===== src/hw/rtl/rgb_hue_rotate_via_hsv_unit_assert.svh =====
// assertion macros shared by the hue rotation rtl
// clocked on clk, disabled while rst_n is low
`ifndef RGB_HUE_ROTATE_VIA_HSV_UNIT_ASSERT_SVH
`define RGB_HUE_ROTATE_VIA_HSV_UNIT_ASSERT_SVH

// condition holds at every edge
`define HROT_CHECK(lbl, cond) \
    lbl: assert property (@(posedge clk) disable iff (!rst_n) (cond)) \
        else $error("hrot check failed");

// antecedent implies consequent at the same edge
`define HROT_IMPLY(lbl, ante, cons) \
    lbl: assert property (@(posedge clk) disable iff (!rst_n) (ante) |-> (cons)) \
        else $error("hrot implication failed");

`endif


===== src/hw/rtl/hrot_pkg.sv =====
// ----------------------------------------------------------------------------
// hrot_pkg
// shared types and constants of the hsv hue rotation pipeline
// ----------------------------------------------------------------------------
package hrot_pkg;

    // hue is a q0.16 fraction of a turn
    localparam int FRAC_BITS = 16;
    // restoring divider: quotient bits resolved per pipeline stage
    localparam int DIV_STEPS = 2;
    localparam int DIV_STAGES = FRAC_BITS / DIV_STEPS;
    // width of six times delta
    localparam int SIX_W = 11;

    // register map
    localparam logic [2:0] ADDR_HUE_OFFSET = 3'd0;

    // sextants of the hue circle
    typedef enum logic [2:0] {
        SEXT_0 = 3'd0,
        SEXT_1 = 3'd1,
        SEXT_2 = 3'd2,
        SEXT_3 = 3'd3,
        SEXT_4 = 3'd4,
        SEXT_5 = 3'd5
    } sext_t;

    // pixel context carried down the pipe
    typedef struct packed {
        logic [7:0] r;
        logic [7:0] g;
        logic [7:0] b;
        logic [7:0] mx;
        logic [7:0] mn;
        logic       grey;
    } pix_t;

    // word leaving the divider
    typedef struct packed {
        pix_t                 pix;
        logic [FRAC_BITS-1:0] hue;
    } hue_word_t;

endpackage


===== src/hw/rtl/hrot_cfg.sv =====
// ----------------------------------------------------------------------------
// hrot_cfg
// apb register file holding the hue offset
// ----------------------------------------------------------------------------
module hrot_cfg
(
    input  logic        clk,
    input  logic        rst_n,
    input  logic        psel,
    input  logic        penable,
    input  logic        pwrite,
    input  logic [2:0]  paddr,
    input  logic [31:0] pwdata,
    output logic [31:0] prdata,
    output logic        pready,
    output logic [16:0] hue_shift
);

    logic [16:0] offset_reg;
    logic        wr_en;

    assign pready = 1'b1;
    assign wr_en  = psel && penable && pwrite && (paddr == hrot_pkg::ADDR_HUE_OFFSET);

    // offset register
    always_ff @(posedge clk or negedge rst_n)
    begin
        if (!rst_n)
        begin
            offset_reg <= '0;
        end
        else if (wr_en)
        begin
            offset_reg <= pwdata[16:0];
        end
    end

    // read back, sign extended
    always_comb
    begin
        if (paddr == hrot_pkg::ADDR_HUE_OFFSET)
        begin
            prdata = {{15{offset_reg[16]}}, offset_reg};
        end
        else
        begin
            prdata = '0;
        end
    end

    assign hue_shift = offset_reg;

endmodule


===== src/hw/rtl/hrot_div.sv =====
// ----------------------------------------------------------------------------
// hrot_div
// pipelined restoring divider giving hue = num * 2^16 / (6 * delta)
// ----------------------------------------------------------------------------
`include "rgb_hue_rotate_via_hsv_unit_assert.svh"

module hrot_div
(
    input  logic                                 clk,
    input  logic                                 rst_n,
    input  logic                                 en,
    input  logic                                 in_valid,
    input  hrot_pkg::pix_t                       in_pix,
    input  logic [hrot_pkg::SIX_W-1:0]           in_num,
    input  logic [hrot_pkg::SIX_W-1:0]           in_six,
    output logic                                 out_valid,
    output hrot_pkg::hue_word_t                  out_word
);

    localparam int N = hrot_pkg::DIV_STAGES;
    localparam int W = hrot_pkg::SIX_W;
    localparam int F = hrot_pkg::FRAC_BITS;
    localparam int S = hrot_pkg::DIV_STEPS;

    logic                 valid_reg [N+1];
    hrot_pkg::pix_t       pix_reg   [N+1];
    logic [W-1:0]         rem_reg   [N+1];
    logic [W-1:0]         six_reg   [N+1];
    logic [F-1:0]         quo_reg   [N+1];

    // stage zero is the input word
    always_comb
    begin
        valid_reg[0] = in_valid;
        pix_reg[0]   = in_pix;
        rem_reg[0]   = in_num;
        six_reg[0]   = in_six;
        quo_reg[0]   = '0;
    end

    for (genvar k = 0; k < N; k++)
    begin : g_stage
        logic [W-1:0] rem_next;
        logic [F-1:0] quo_next;

        // DIV_STEPS quotient bits per stage
        always_comb
        begin
            logic [W:0] shifted;
            rem_next = rem_reg[k];
            quo_next = quo_reg[k];
            for (int s = 0; s < S; s++)
            begin
                shifted = {rem_next, 1'b0};
                if (shifted >= {1'b0, six_reg[k]})
                begin
                    shifted  = shifted - {1'b0, six_reg[k]};
                    quo_next = {quo_next[F-2:0], 1'b1};
                end
                else
                begin
                    quo_next = {quo_next[F-2:0], 1'b0};
                end
                rem_next = shifted[W-1:0];
            end
        end

        always_ff @(posedge clk or negedge rst_n)
        begin
            if (!rst_n)
            begin
                valid_reg[k+1] <= 1'b0;
            end
            else if (en)
            begin
                valid_reg[k+1] <= valid_reg[k];
            end
        end

        always_ff @(posedge clk)
        begin
            if (en)
            begin
                pix_reg[k+1] <= pix_reg[k];
                rem_reg[k+1] <= rem_next;
                six_reg[k+1] <= six_reg[k];
                quo_reg[k+1] <= quo_next;
            end
        end
    end

    assign out_valid    = valid_reg[N];
    assign out_word.pix = pix_reg[N];
    assign out_word.hue = quo_reg[N];

    // remainder stays below the divisor for colour pixels
    `HROT_IMPLY(a_rem_bound, valid_reg[N] && !pix_reg[N].grey, rem_reg[N] < six_reg[N])
    `HROT_IMPLY(a_num_bound, in_valid && !in_pix.grey, in_num < in_six)

endmodule


===== src/hw/rtl/hrot_back.sv =====
// ----------------------------------------------------------------------------
// hrot_back
// adds the offset, splits hue into sextant and fraction, rebuilds rgb
// ----------------------------------------------------------------------------
`include "rgb_hue_rotate_via_hsv_unit_assert.svh"

module hrot_back
(
    input  logic                  clk,
    input  logic                  rst_n,
    input  logic                  en,
    input  logic [16:0]           hue_shift,
    input  logic                  in_valid,
    input  hrot_pkg::hue_word_t   in_word,
    output logic                  out_valid,
    output logic [23:0]           out_data
);

    localparam int F = hrot_pkg::FRAC_BITS;

    // stage a: offset and sextant split
    logic              a_valid_reg;
    hrot_pkg::pix_t    a_pix_reg;
    hrot_pkg::sext_t   a_sext_reg;
    logic [F-1:0]      a_frac_reg;
    logic [7:0]        a_delta_reg;
    logic [F-1:0]      sum_next;
    logic [F+2:0]      h6_next;

    assign sum_next = in_word.hue + hue_shift[F-1:0];
    assign h6_next  = {1'b0, sum_next, 2'b00} + {2'b00, sum_next, 1'b0};

    // stage b: delta times fraction
    logic              b_valid_reg;
    hrot_pkg::pix_t    b_pix_reg;
    hrot_pkg::sext_t   b_sext_reg;
    logic [F+7:0]      b_prod_reg;

    // stage c: output word
    logic              c_valid_reg;
    logic [23:0]       c_data_reg;
    logic [7:0]        frac_t;
    logic [7:0]        frac_q;
    logic [7:0]        tt;
    logic [7:0]        qq;
    logic [23:0]       data_next;

    always_ff @(posedge clk or negedge rst_n)
    begin
        if (!rst_n)
        begin
            a_valid_reg <= 1'b0;
            b_valid_reg <= 1'b0;
            c_valid_reg <= 1'b0;
        end
        else if (en)
        begin
            a_valid_reg <= in_valid;
            b_valid_reg <= a_valid_reg;
            c_valid_reg <= b_valid_reg;
        end
    end

    always_ff @(posedge clk)
    begin
        if (en)
        begin
            a_pix_reg   <= in_word.pix;
            a_sext_reg  <= hrot_pkg::sext_t'(h6_next[F+2:F]);
            a_frac_reg  <= h6_next[F-1:0];
            a_delta_reg <= in_word.pix.mx - in_word.pix.mn;
            b_pix_reg   <= a_pix_reg;
            b_sext_reg  <= a_sext_reg;
            b_prod_reg  <= a_delta_reg * a_frac_reg;
            c_data_reg  <= data_next;
        end
    end

    // t rounds down, q rounds the subtracted part up
    assign frac_t = b_prod_reg[F+7:F];
    assign frac_q = frac_t + {7'd0, |b_prod_reg[F-1:0]};
    assign tt     = b_pix_reg.mn + frac_t;
    assign qq     = b_pix_reg.mx - frac_q;

    // six-sextant rebuild, grey passes through
    always_comb
    begin
        if (b_pix_reg.grey)
        begin
            data_next = {b_pix_reg.b, b_pix_reg.g, b_pix_reg.r};
        end
        else
        begin
            unique case (b_sext_reg)
                hrot_pkg::SEXT_0: data_next = {b_pix_reg.mn, tt, b_pix_reg.mx};
                hrot_pkg::SEXT_1: data_next = {b_pix_reg.mn, b_pix_reg.mx, qq};
                hrot_pkg::SEXT_2: data_next = {tt, b_pix_reg.mx, b_pix_reg.mn};
                hrot_pkg::SEXT_3: data_next = {b_pix_reg.mx, qq, b_pix_reg.mn};
                hrot_pkg::SEXT_4: data_next = {b_pix_reg.mx, b_pix_reg.mn, tt};
                default:          data_next = {qq, b_pix_reg.mn, b_pix_reg.mx};
            endcase
        end
    end

    assign out_valid = c_valid_reg;
    assign out_data  = c_data_reg;

    `HROT_IMPLY(a_sext_range, a_valid_reg, a_sext_reg <= hrot_pkg::SEXT_5)
    `HROT_IMPLY(a_frac_bound, b_valid_reg && !b_pix_reg.grey,
                frac_q <= (b_pix_reg.mx - b_pix_reg.mn))

endmodule


===== src/hw/rtl/rgb_hue_rotate_via_hsv_unit.sv =====
// 1 front, 8 divider, 3 back stages; restoring divider: 2 quotient bits per stage
// throughput: one pixel per clock except while the output is stalled
// a stall on the output holds every stage at once, nothing is lost or repeated
// reset: rst_n clears all valid bits and sets the hue shift register to zero
// ----------------------------------------------------------------------------
// rgb_hue_rotate_via_hsv_unit
// rotates the hue of an 8-bit rgb pixel stream by a programmable offset
// ----------------------------------------------------------------------------
module rgb_hue_rotate_via_hsv_unit
(
    input  logic        clk,
    input  logic        rst_n,
    input  logic        s_tvalid,
    output logic        s_tready,
    input  logic [23:0] s_tdata,   // red_in, green_in, blue_in
    output logic        m_tvalid,
    input  logic        m_tready,
    output logic [23:0] m_tdata,   // red_out, green_out, blue_out
    input  logic        psel,
    input  logic        penable,
    input  logic        pwrite,
    input  logic [2:0]  paddr,
    input  logic [31:0] pwdata,
    output logic [31:0] prdata,
    output logic        pready
);

    localparam int W = hrot_pkg::SIX_W;

    logic                 en;
    logic [16:0]          hue_shift;
    logic [7:0]           r, g, b, mx, mn, delta;
    logic [W:0]           six_w, num_w;
    hrot_pkg::pix_t       pix_next;

    logic                 f_valid_reg;
    hrot_pkg::pix_t       f_pix_reg;
    logic [W-1:0]         f_num_reg;
    logic [W-1:0]         f_six_reg;

    logic                 d_valid;
    hrot_pkg::hue_word_t  d_word;

    // whole pipe advances unless the output word is stalled
    assign en       = !m_tvalid || m_tready;
    assign s_tready = en;

    hrot_cfg u_cfg
    (
        .clk        (clk),
        .rst_n      (rst_n),
        .psel       (psel),
        .penable    (penable),
        .pwrite     (pwrite),
        .paddr      (paddr),
        .pwdata     (pwdata),
        .prdata     (prdata),
        .pready     (pready),
        .hue_shift  (hue_shift)
    );

    // front: max, min and sextant numerator
    assign r = s_tdata[7:0];
    assign g = s_tdata[15:8];
    assign b = s_tdata[23:16];

    always_comb
    begin
        mx = r;
        mn = r;
        if (g > mx) mx = g;
        if (b > mx) mx = b;
        if (g < mn) mn = g;
        if (b < mn) mn = b;
        delta = mx - mn;
        six_w = {2'b00, delta, 2'b00} + {3'b000, delta, 1'b0};
        priority if (r == mx)
        begin
            if (g >= b)
                num_w = {4'd0, g} - {4'd0, b};
            else
                num_w = six_w + {4'd0, g} - {4'd0, b};
        end
        else if (g == mx)
        begin
            num_w = {3'd0, delta, 1'b0} + {4'd0, b} - {4'd0, r};
        end
        else
        begin
            num_w = {2'd0, delta, 2'b00} + {4'd0, r} - {4'd0, g};
        end
        pix_next.r    = r;
        pix_next.g    = g;
        pix_next.b    = b;
        pix_next.mx   = mx;
        pix_next.mn   = mn;
        pix_next.grey = (mx == mn);
    end

    always_ff @(posedge clk or negedge rst_n)
    begin
        if (!rst_n)
        begin
            f_valid_reg <= 1'b0;
        end
        else if (en)
        begin
            f_valid_reg <= s_tvalid;
        end
    end

    always_ff @(posedge clk)
    begin
        if (en)
        begin
            f_pix_reg <= pix_next;
            f_num_reg <= num_w[W-1:0];
            f_six_reg <= six_w[W-1:0];
        end
    end

    hrot_div u_div
    (
        .clk       (clk),
        .rst_n     (rst_n),
        .en        (en),
        .in_valid  (f_valid_reg),
        .in_pix    (f_pix_reg),
        .in_num    (f_num_reg),
        .in_six    (f_six_reg),
        .out_valid (d_valid),
        .out_word  (d_word)
    );

    hrot_back u_back
    (
        .clk        (clk),
        .rst_n      (rst_n),
        .en         (en),
        .hue_shift  (hue_shift),
        .in_valid   (d_valid),
        .in_word    (d_word),
        .out_valid  (m_tvalid),
        .out_data   (m_tdata)
    );

endmodule


===== config.mk =====
export PLATFORM = sky130hd
export DESIGN_NAME = rgb_hue_rotate_via_hsv_unit
export DESIGN_NICKNAME = d
export VERILOG_FILES = /design/src/hw/rtl/hrot_pkg.sv /design/src/hw/rtl/hrot_cfg.sv /design/src/hw/rtl/hrot_div.sv /design/src/hw/rtl/hrot_back.sv /design/src/hw/rtl/rgb_hue_rotate_via_hsv_unit.sv
export VERILOG_INCLUDE_DIRS = /design/src /design/src/hw/rtl
export SDC_FILE = /design/constraint.sdc
export NUM_CORES = 1
export LEC_CHECK = 0
export ABC_AREA = 1
export BUFFER_PORTS_ARGS = -buffer_cell sky130_fd_sc_hd__buf_2
export CORE_UTILIZATION = 55
export CTS_BUF_LIST = sky130_fd_sc_hd__clkbuf_2 sky130_fd_sc_hd__clkbuf_4 sky130_fd_sc_hd__clkbuf_8
export DETAILED_ROUTE_END_ITERATION = 7
export PLACE_DENSITY_LB_ADDON = 0.08
export SLEW_MARGIN = 15
export SYNTH_ARGS = -nofsm -noshare
export SYNTH_HDL_FRONTEND = slang
export SYNTH_SLANG_ARGS = --single-unit

===== constraint.sdc =====
create_clock -name clk -period 28.6 [get_ports clk]
set_input_delay 2.86 -clock clk [delete_from_list [all_inputs] [get_ports clk]]
set_output_delay 2.86 -clock clk [all_outputs]
set_load 0.03 [all_outputs]

After elaboration in Yosys (flattened, before gate mapping). Cells that the tools add are included.

Register bits after elaboration: 806. Input bits: 66. Output and inout port bits: 59. Word-level logic and storage cells: 224.

$add $sub $neg: 30. $mul: 1. Order comparisons: 21. Equality and inequality tests: 7. Mux-type cells: 41. Reductions and logical operators: 8.

Operators with widths (number): 2-to-1 mux 11 bit (18); >= comparator 12 x 11 -> 1 bit (16); subtractor 11 bit (15); case mux 24 bit (5 select lines) (1); 2-to-1 mux 32 bit (1); 2-to-1 mux 8 bit (4); equality test 8 bit (3); multiplier 8 x 16 -> 24 bit (1); 2-to-1 mux 24 bit (1); subtractor 8 bit (3); subtractor 11 x 8 -> 11 bit (2); adder 18 x 17 -> 19 bit (1); adder 16 bit (1); > comparator 8 bit (2); < comparator 8 bit (2); 2-to-1 mux 1 bit (16); OR reduction 16 bit (1); adder 10 x 8 -> 11 bit (1); adder 10 x 9 -> 11 bit (1); adder 11 x 8 -> 11 bit (1); subtractor 10 x 8 -> 11 bit (1); adder 9 x 8 -> 10 bit (1); subtractor 8 x 8 -> 9 bit (1); adder 8 x 1 -> 8 bit (1); other kinds (9) (13).

Logic depth before layout (Yosys ltp).
Depth after elaboration: 10. Gate-level depth with buffers: 59. Depth with buffers taken out: 57.

Cells and area by module. From an unflattened synthesis, not the netlist that was laid out.

Cell total of the unflattened synthesis: 4980. Area, all modules: 48600.4 um2.

By module, submodules not included: hrot_div (times used 1, cells an instance 2659, area an instance 28546.1 um2, sequential area each 16836.1 um2); hrot_back (times used 1, cells an instance 1448, area an instance 12761.0 um2, sequential area each 4819.6 um2); rgb_hue_rotate_via_hsv_unit (times used 1, cells an instance 740, area an instance 6209.7 um2, sequential area each 1886.8 um2); hrot_cfg (times used 1, cells an instance 133, area an instance 1083.5 um2, sequential area each 425.4 um2).

Worst setup path after synthesis. OpenSTA, ideal clock, no wires.

Path type: input port to output port. From: input port m_tready. To: output port s_tready. Arrival time: 23761 ps. Data required time: 25740 ps. Path slack: 1979 ps. Stages on the path: 3. Buffers on the path: 1. Cells stage by stage: inv_1 nand2_1 buf_1.

Longest elaborated chain between the ends: 1.

Ends and longest elaborated chain: start: declaration (line rgb_hue_rotate_via_hsv_unit.sv:17) `input logic m_tready,`; logical OR 1 bit (line rgb_hue_rotate_via_hsv_unit.sv:45) `assign en = !m_tvalid || m_tready;`; end: declaration (line rgb_hue_rotate_via_hsv_unit.sv:14) `output logic s_tready,`.

No other way between the ends.

Worst setup path after layout.
From: input port s_tdata[7]. To: register f_num_reg[10] (netlist name).

Longest elaborated chain between the ends: 10. Elaborated cells on any way between the ends: 21. Classes of those cells: add/sub: 8; order compare: 4; eq/ne: 2; mux: 7.

Ends and longest elaborated chain: start: declaration (line rgb_hue_rotate_via_hsv_unit.sv:15) `input logic [23:0] s_tdata,`; > comparator 8 bit (line rgb_hue_rotate_via_hsv_unit.sv:71) `if (g > mx) mx = g;`; 2-to-1 mux 8 bit (*) (line rgb_hue_rotate_via_hsv_unit.sv:71); > comparator 8 bit (line rgb_hue_rotate_via_hsv_unit.sv:72) `if (b > mx) mx = b;`; 2-to-1 mux 8 bit (*) (line rgb_hue_rotate_via_hsv_unit.sv:72); named net mx[0] (line rgb_hue_rotate_via_hsv_unit.sv:32) `logic [7:0] r, g, b, mx, mn, delta;`; subtractor 8 bit (line rgb_hue_rotate_via_hsv_unit.sv:75) `delta = mx - mn;`; adder 10 x 9 -> 11 bit (line rgb_hue_rotate_via_hsv_unit.sv:76) `six_w = {2'b00, delta, 2'b00} + {3'b000, delta, 1'b0};`; adder 11 x 8 -> 11 bit (line rgb_hue_rotate_via_hsv_unit.sv:82) `num_w = six_w + {4'd0, g} - {4'd0, b};`; subtractor 11 x 8 -> 11 bit (line rgb_hue_rotate_via_hsv_unit.sv:82); 2-to-1 mux 11 bit (line rgb_hue_rotate_via_hsv_unit.sv:79) `if (g >= b)`; 2-to-1 mux 11 bit (*) (line rgb_hue_rotate_via_hsv_unit.sv:77) `priority if (r == mx)`; named net num_w[10] (line rgb_hue_rotate_via_hsv_unit.sv:33) `logic [W:0] six_w, num_w;`.

The timed path passes the listed nets; every way through them passes the cells marked *. A chain may end at the register's enable or synchronous reset.

==> key figures <==
Finish
  • Layout cells sized above 1: 9.87%
  • Nets: 4,438
  • Max reg flops: 287
  • Layout area overhead: 9.89%
  • Layout Cells excl Fill: 5,053

Logic synthesis
  • Syn Nets: 4,262
  • Largest family of logic cells by synthesized area: adder cells
  • FF+latch count, synth: 789
  • Xor/xnor cell area share of the yosys netlist: 4.62%
  • Mapped Cells: 3,749
  • Synth top area share: 53.8%
  • Yosys warns: 0
  • Largest area contributor in the netlist: edfxtp_1
  • Async set or reset register ratio after synthesis: 3.68%
  • Synth Area in Compound Gates: 8.81%
  • Top FF cell, synth: edfxtp_1
  • Mux contribution to synthesized area: 0.0531%
  • Top-count cell post-synth: edfxtp_1
  • Post-Synth Simple-Gate Area: 9.47%
  • Seq/Total Area, Yosys: 55.5%
  • Post-Synth Adder-Cell Area: 15.3%
  • Syn avg cell area: 11.3 um^2
  • Synth top cells by count: edfxtp_1 (760), inv_1 (593), nand2_1 (583), ha_1 (329), o21ai_0 (249)
  • Top cells by area, synth: edfxtp_1 (54%), ha_1 (9.7%), fa_1 (5.6%)
  • Post-synth EDFFs: 760
  • Cell variety after synth: 62
  • Mapped Area: 42,400 um^2

Worst setup path
  • Critical R2R Capture: u_back.b_prod_reg[22]
  • Crit. End Element: flip-flop
  • CP max FO: 20
  • Worst Reg2Reg Path Length in Cells: 31
  • CP max stage delay: 540 ps
  • Critical Path RT: 29,160 ps
  • Startpoint Class: input port
  • FF-to-FF Start: u_back.a_delta_reg[4]
  • WS Path Type: in -> reg
  • Crit-path leading delay family: simple AND/OR/NAND/NOR gates
  • Buf+Inv Stages, Crit Path: 12
  • Worst EP arrival: 11,030 ps
  • Crit path top cell by count: inv_1
  • R2R Setup Slk: 22,460 ps
  • Slowest CP cell: fa_1

Floorplanning
  • I/O pin total: 125
  • Die Footprint: 78,300 um^2
  • Std-Cell Rows: 101
  • Area of the core: 76,100 um^2
  • Die height: 280 um
  • Initial cell density of the core: 55.8%
  • Die X: 280 um

Route
  • Starting DRT DRC Count: 1,471
  • Post-route DRC violation count: 0
  • Final WL: 78.1 mm
  • WL/cell: 15.4 um
  • Vias: 25,675
  • Vias per std cell: 5.08
  • Pre-antenna DRT Iters: 5
  • Final antenna-violating net count: 0

Clock network
  • Post-cts sizing count: 0
  • Clock Sinks: 789
  • CTS tree: built
  • CTS max path bufs: 3
  • Worst-skew pair later-pin latency: 760 ps
  • CTS hold repair buffers: 0
  • Root Buffer: clkbuf_8
  • H-tree depth: 4
  • # Post-CTS Setup Buffers: 0
  • CTS buffer count: 130
  • Clk slew on worst S/H paths: 60 ps

Timing
  • RSZ-0062 raised after global routing: false
  • Fin crit period: 10,480 ps
  • Worst Max-Slew Pin Slew: 1050 ps
  • Fin Setup TNS: 0 ps
  • Final period utilization: 36.6%
  • F_max: 0.0954 GHz
  • Slew Limit Headroom: 29.9%
  • Skew final: 60.2 ps
  • Fin. Hold Viols: 0
  • Count of final max-slew check failures: 0
  • # setup viols final: 0

Place
  • Hpwl dp: 57.8 mm
  • Gpl congestion: 0.883
  • Placed Cells incl. Taps: 4,823
  • Port-buffer cells: 108

Worst hold path
  • HP Class: reg -> reg
  • Hold Crit Depth: 0
  • Hold Path End: u_back.a_pix_reg[23]
  • Hold_sp: u_div.out_word[39]

GRT
  • First-pass GRT wire length: 126 mm
  • Largest net degree at the start of global routing: 209
  • All-Layer GR Usage: 20.3%
  • Grt ovf: 0
  • Initial antenna violation count: 1
  • Vias in the first global route: 24,842

Flow run
  • Max cap viols: 0

Outcome
  • Status: completed
==> how the worst max path moves through the flow <==
stage,startpoint,end,slack (ps),cells after the start
6_report,s_tdata[7],f_num_reg[10],18120,50
5_1_grt,s_tdata[7],f_num_reg[10],17400,50
4_1_cts,s_tdata[7],f_num_reg[10],18200,50
3_5_place_dp,s_tdata[7],f_num_reg[10],17440,50
3_3_place_gp,s_tdata[7],f_num_reg[10],17500,50
2_1_floorplan,m_tready,s_tready,1980,3
==> metal layers <==
metal	vias up	global-route usage [%]	wire, um
li1	13175	-	-
met1	11939	27.6	36500
met2	433	33.2	36600
met3	128	3.32	3080
met4	0	7.16	1900
met5	-	0	0
==> area by class of cell <==
| cell class | count | area (um^2) |
|---|---|---|
| clock buffers | 172 | 2140 |
| well taps | 1030 | 1290 |
| multi-input cells | 2275 | 16200 |
| repair buffers | 120 | 643 |
| diodes | 1 | 2.50 |
| clock inverters | 57 | 483 |
| fillers | 6298 | 29400 |
| inverters | 609 | 2290 |
| flip-flops and latches | 789 | 23500 |
==> through the flow <==
stage	utilization, %	area (um^2)	hold slack, ps	setup slack [ps]
finish	61.3	46600	371	18120
global route	61.3	46600	375	17400
CTS	61.3	46600	361	18200
detailed placement	57.8	44000	405	17440
global placement	57.8	44000	400	17500
floorplan	-	42400	400	1980
==> cells in the final DEF, fill, tap and decap left out, types with 118 or more instances in the layout <==
cell type  synthesis  routed
a21oi_1          242     242
clkbuf_8           0     136
edfxtp_1         760     760
fa_1             118     118
ha_1             329     329
inv_1            593     593
nand2_1          583     582
nor2_1           147     146
o21ai_0          249     249
xor2_1           165     165
==> logic make-up after synthesis <==
group	after synthesis
mux	2
flops	789
xor+xnor	224
buf+inv	685
other cells	1
simple gates	944
fa+ha+maj	447
compound gates	657
Power is not shown: default switching activity piles up to over one toggle a cycle in this logic, so the estimate is an artifact.
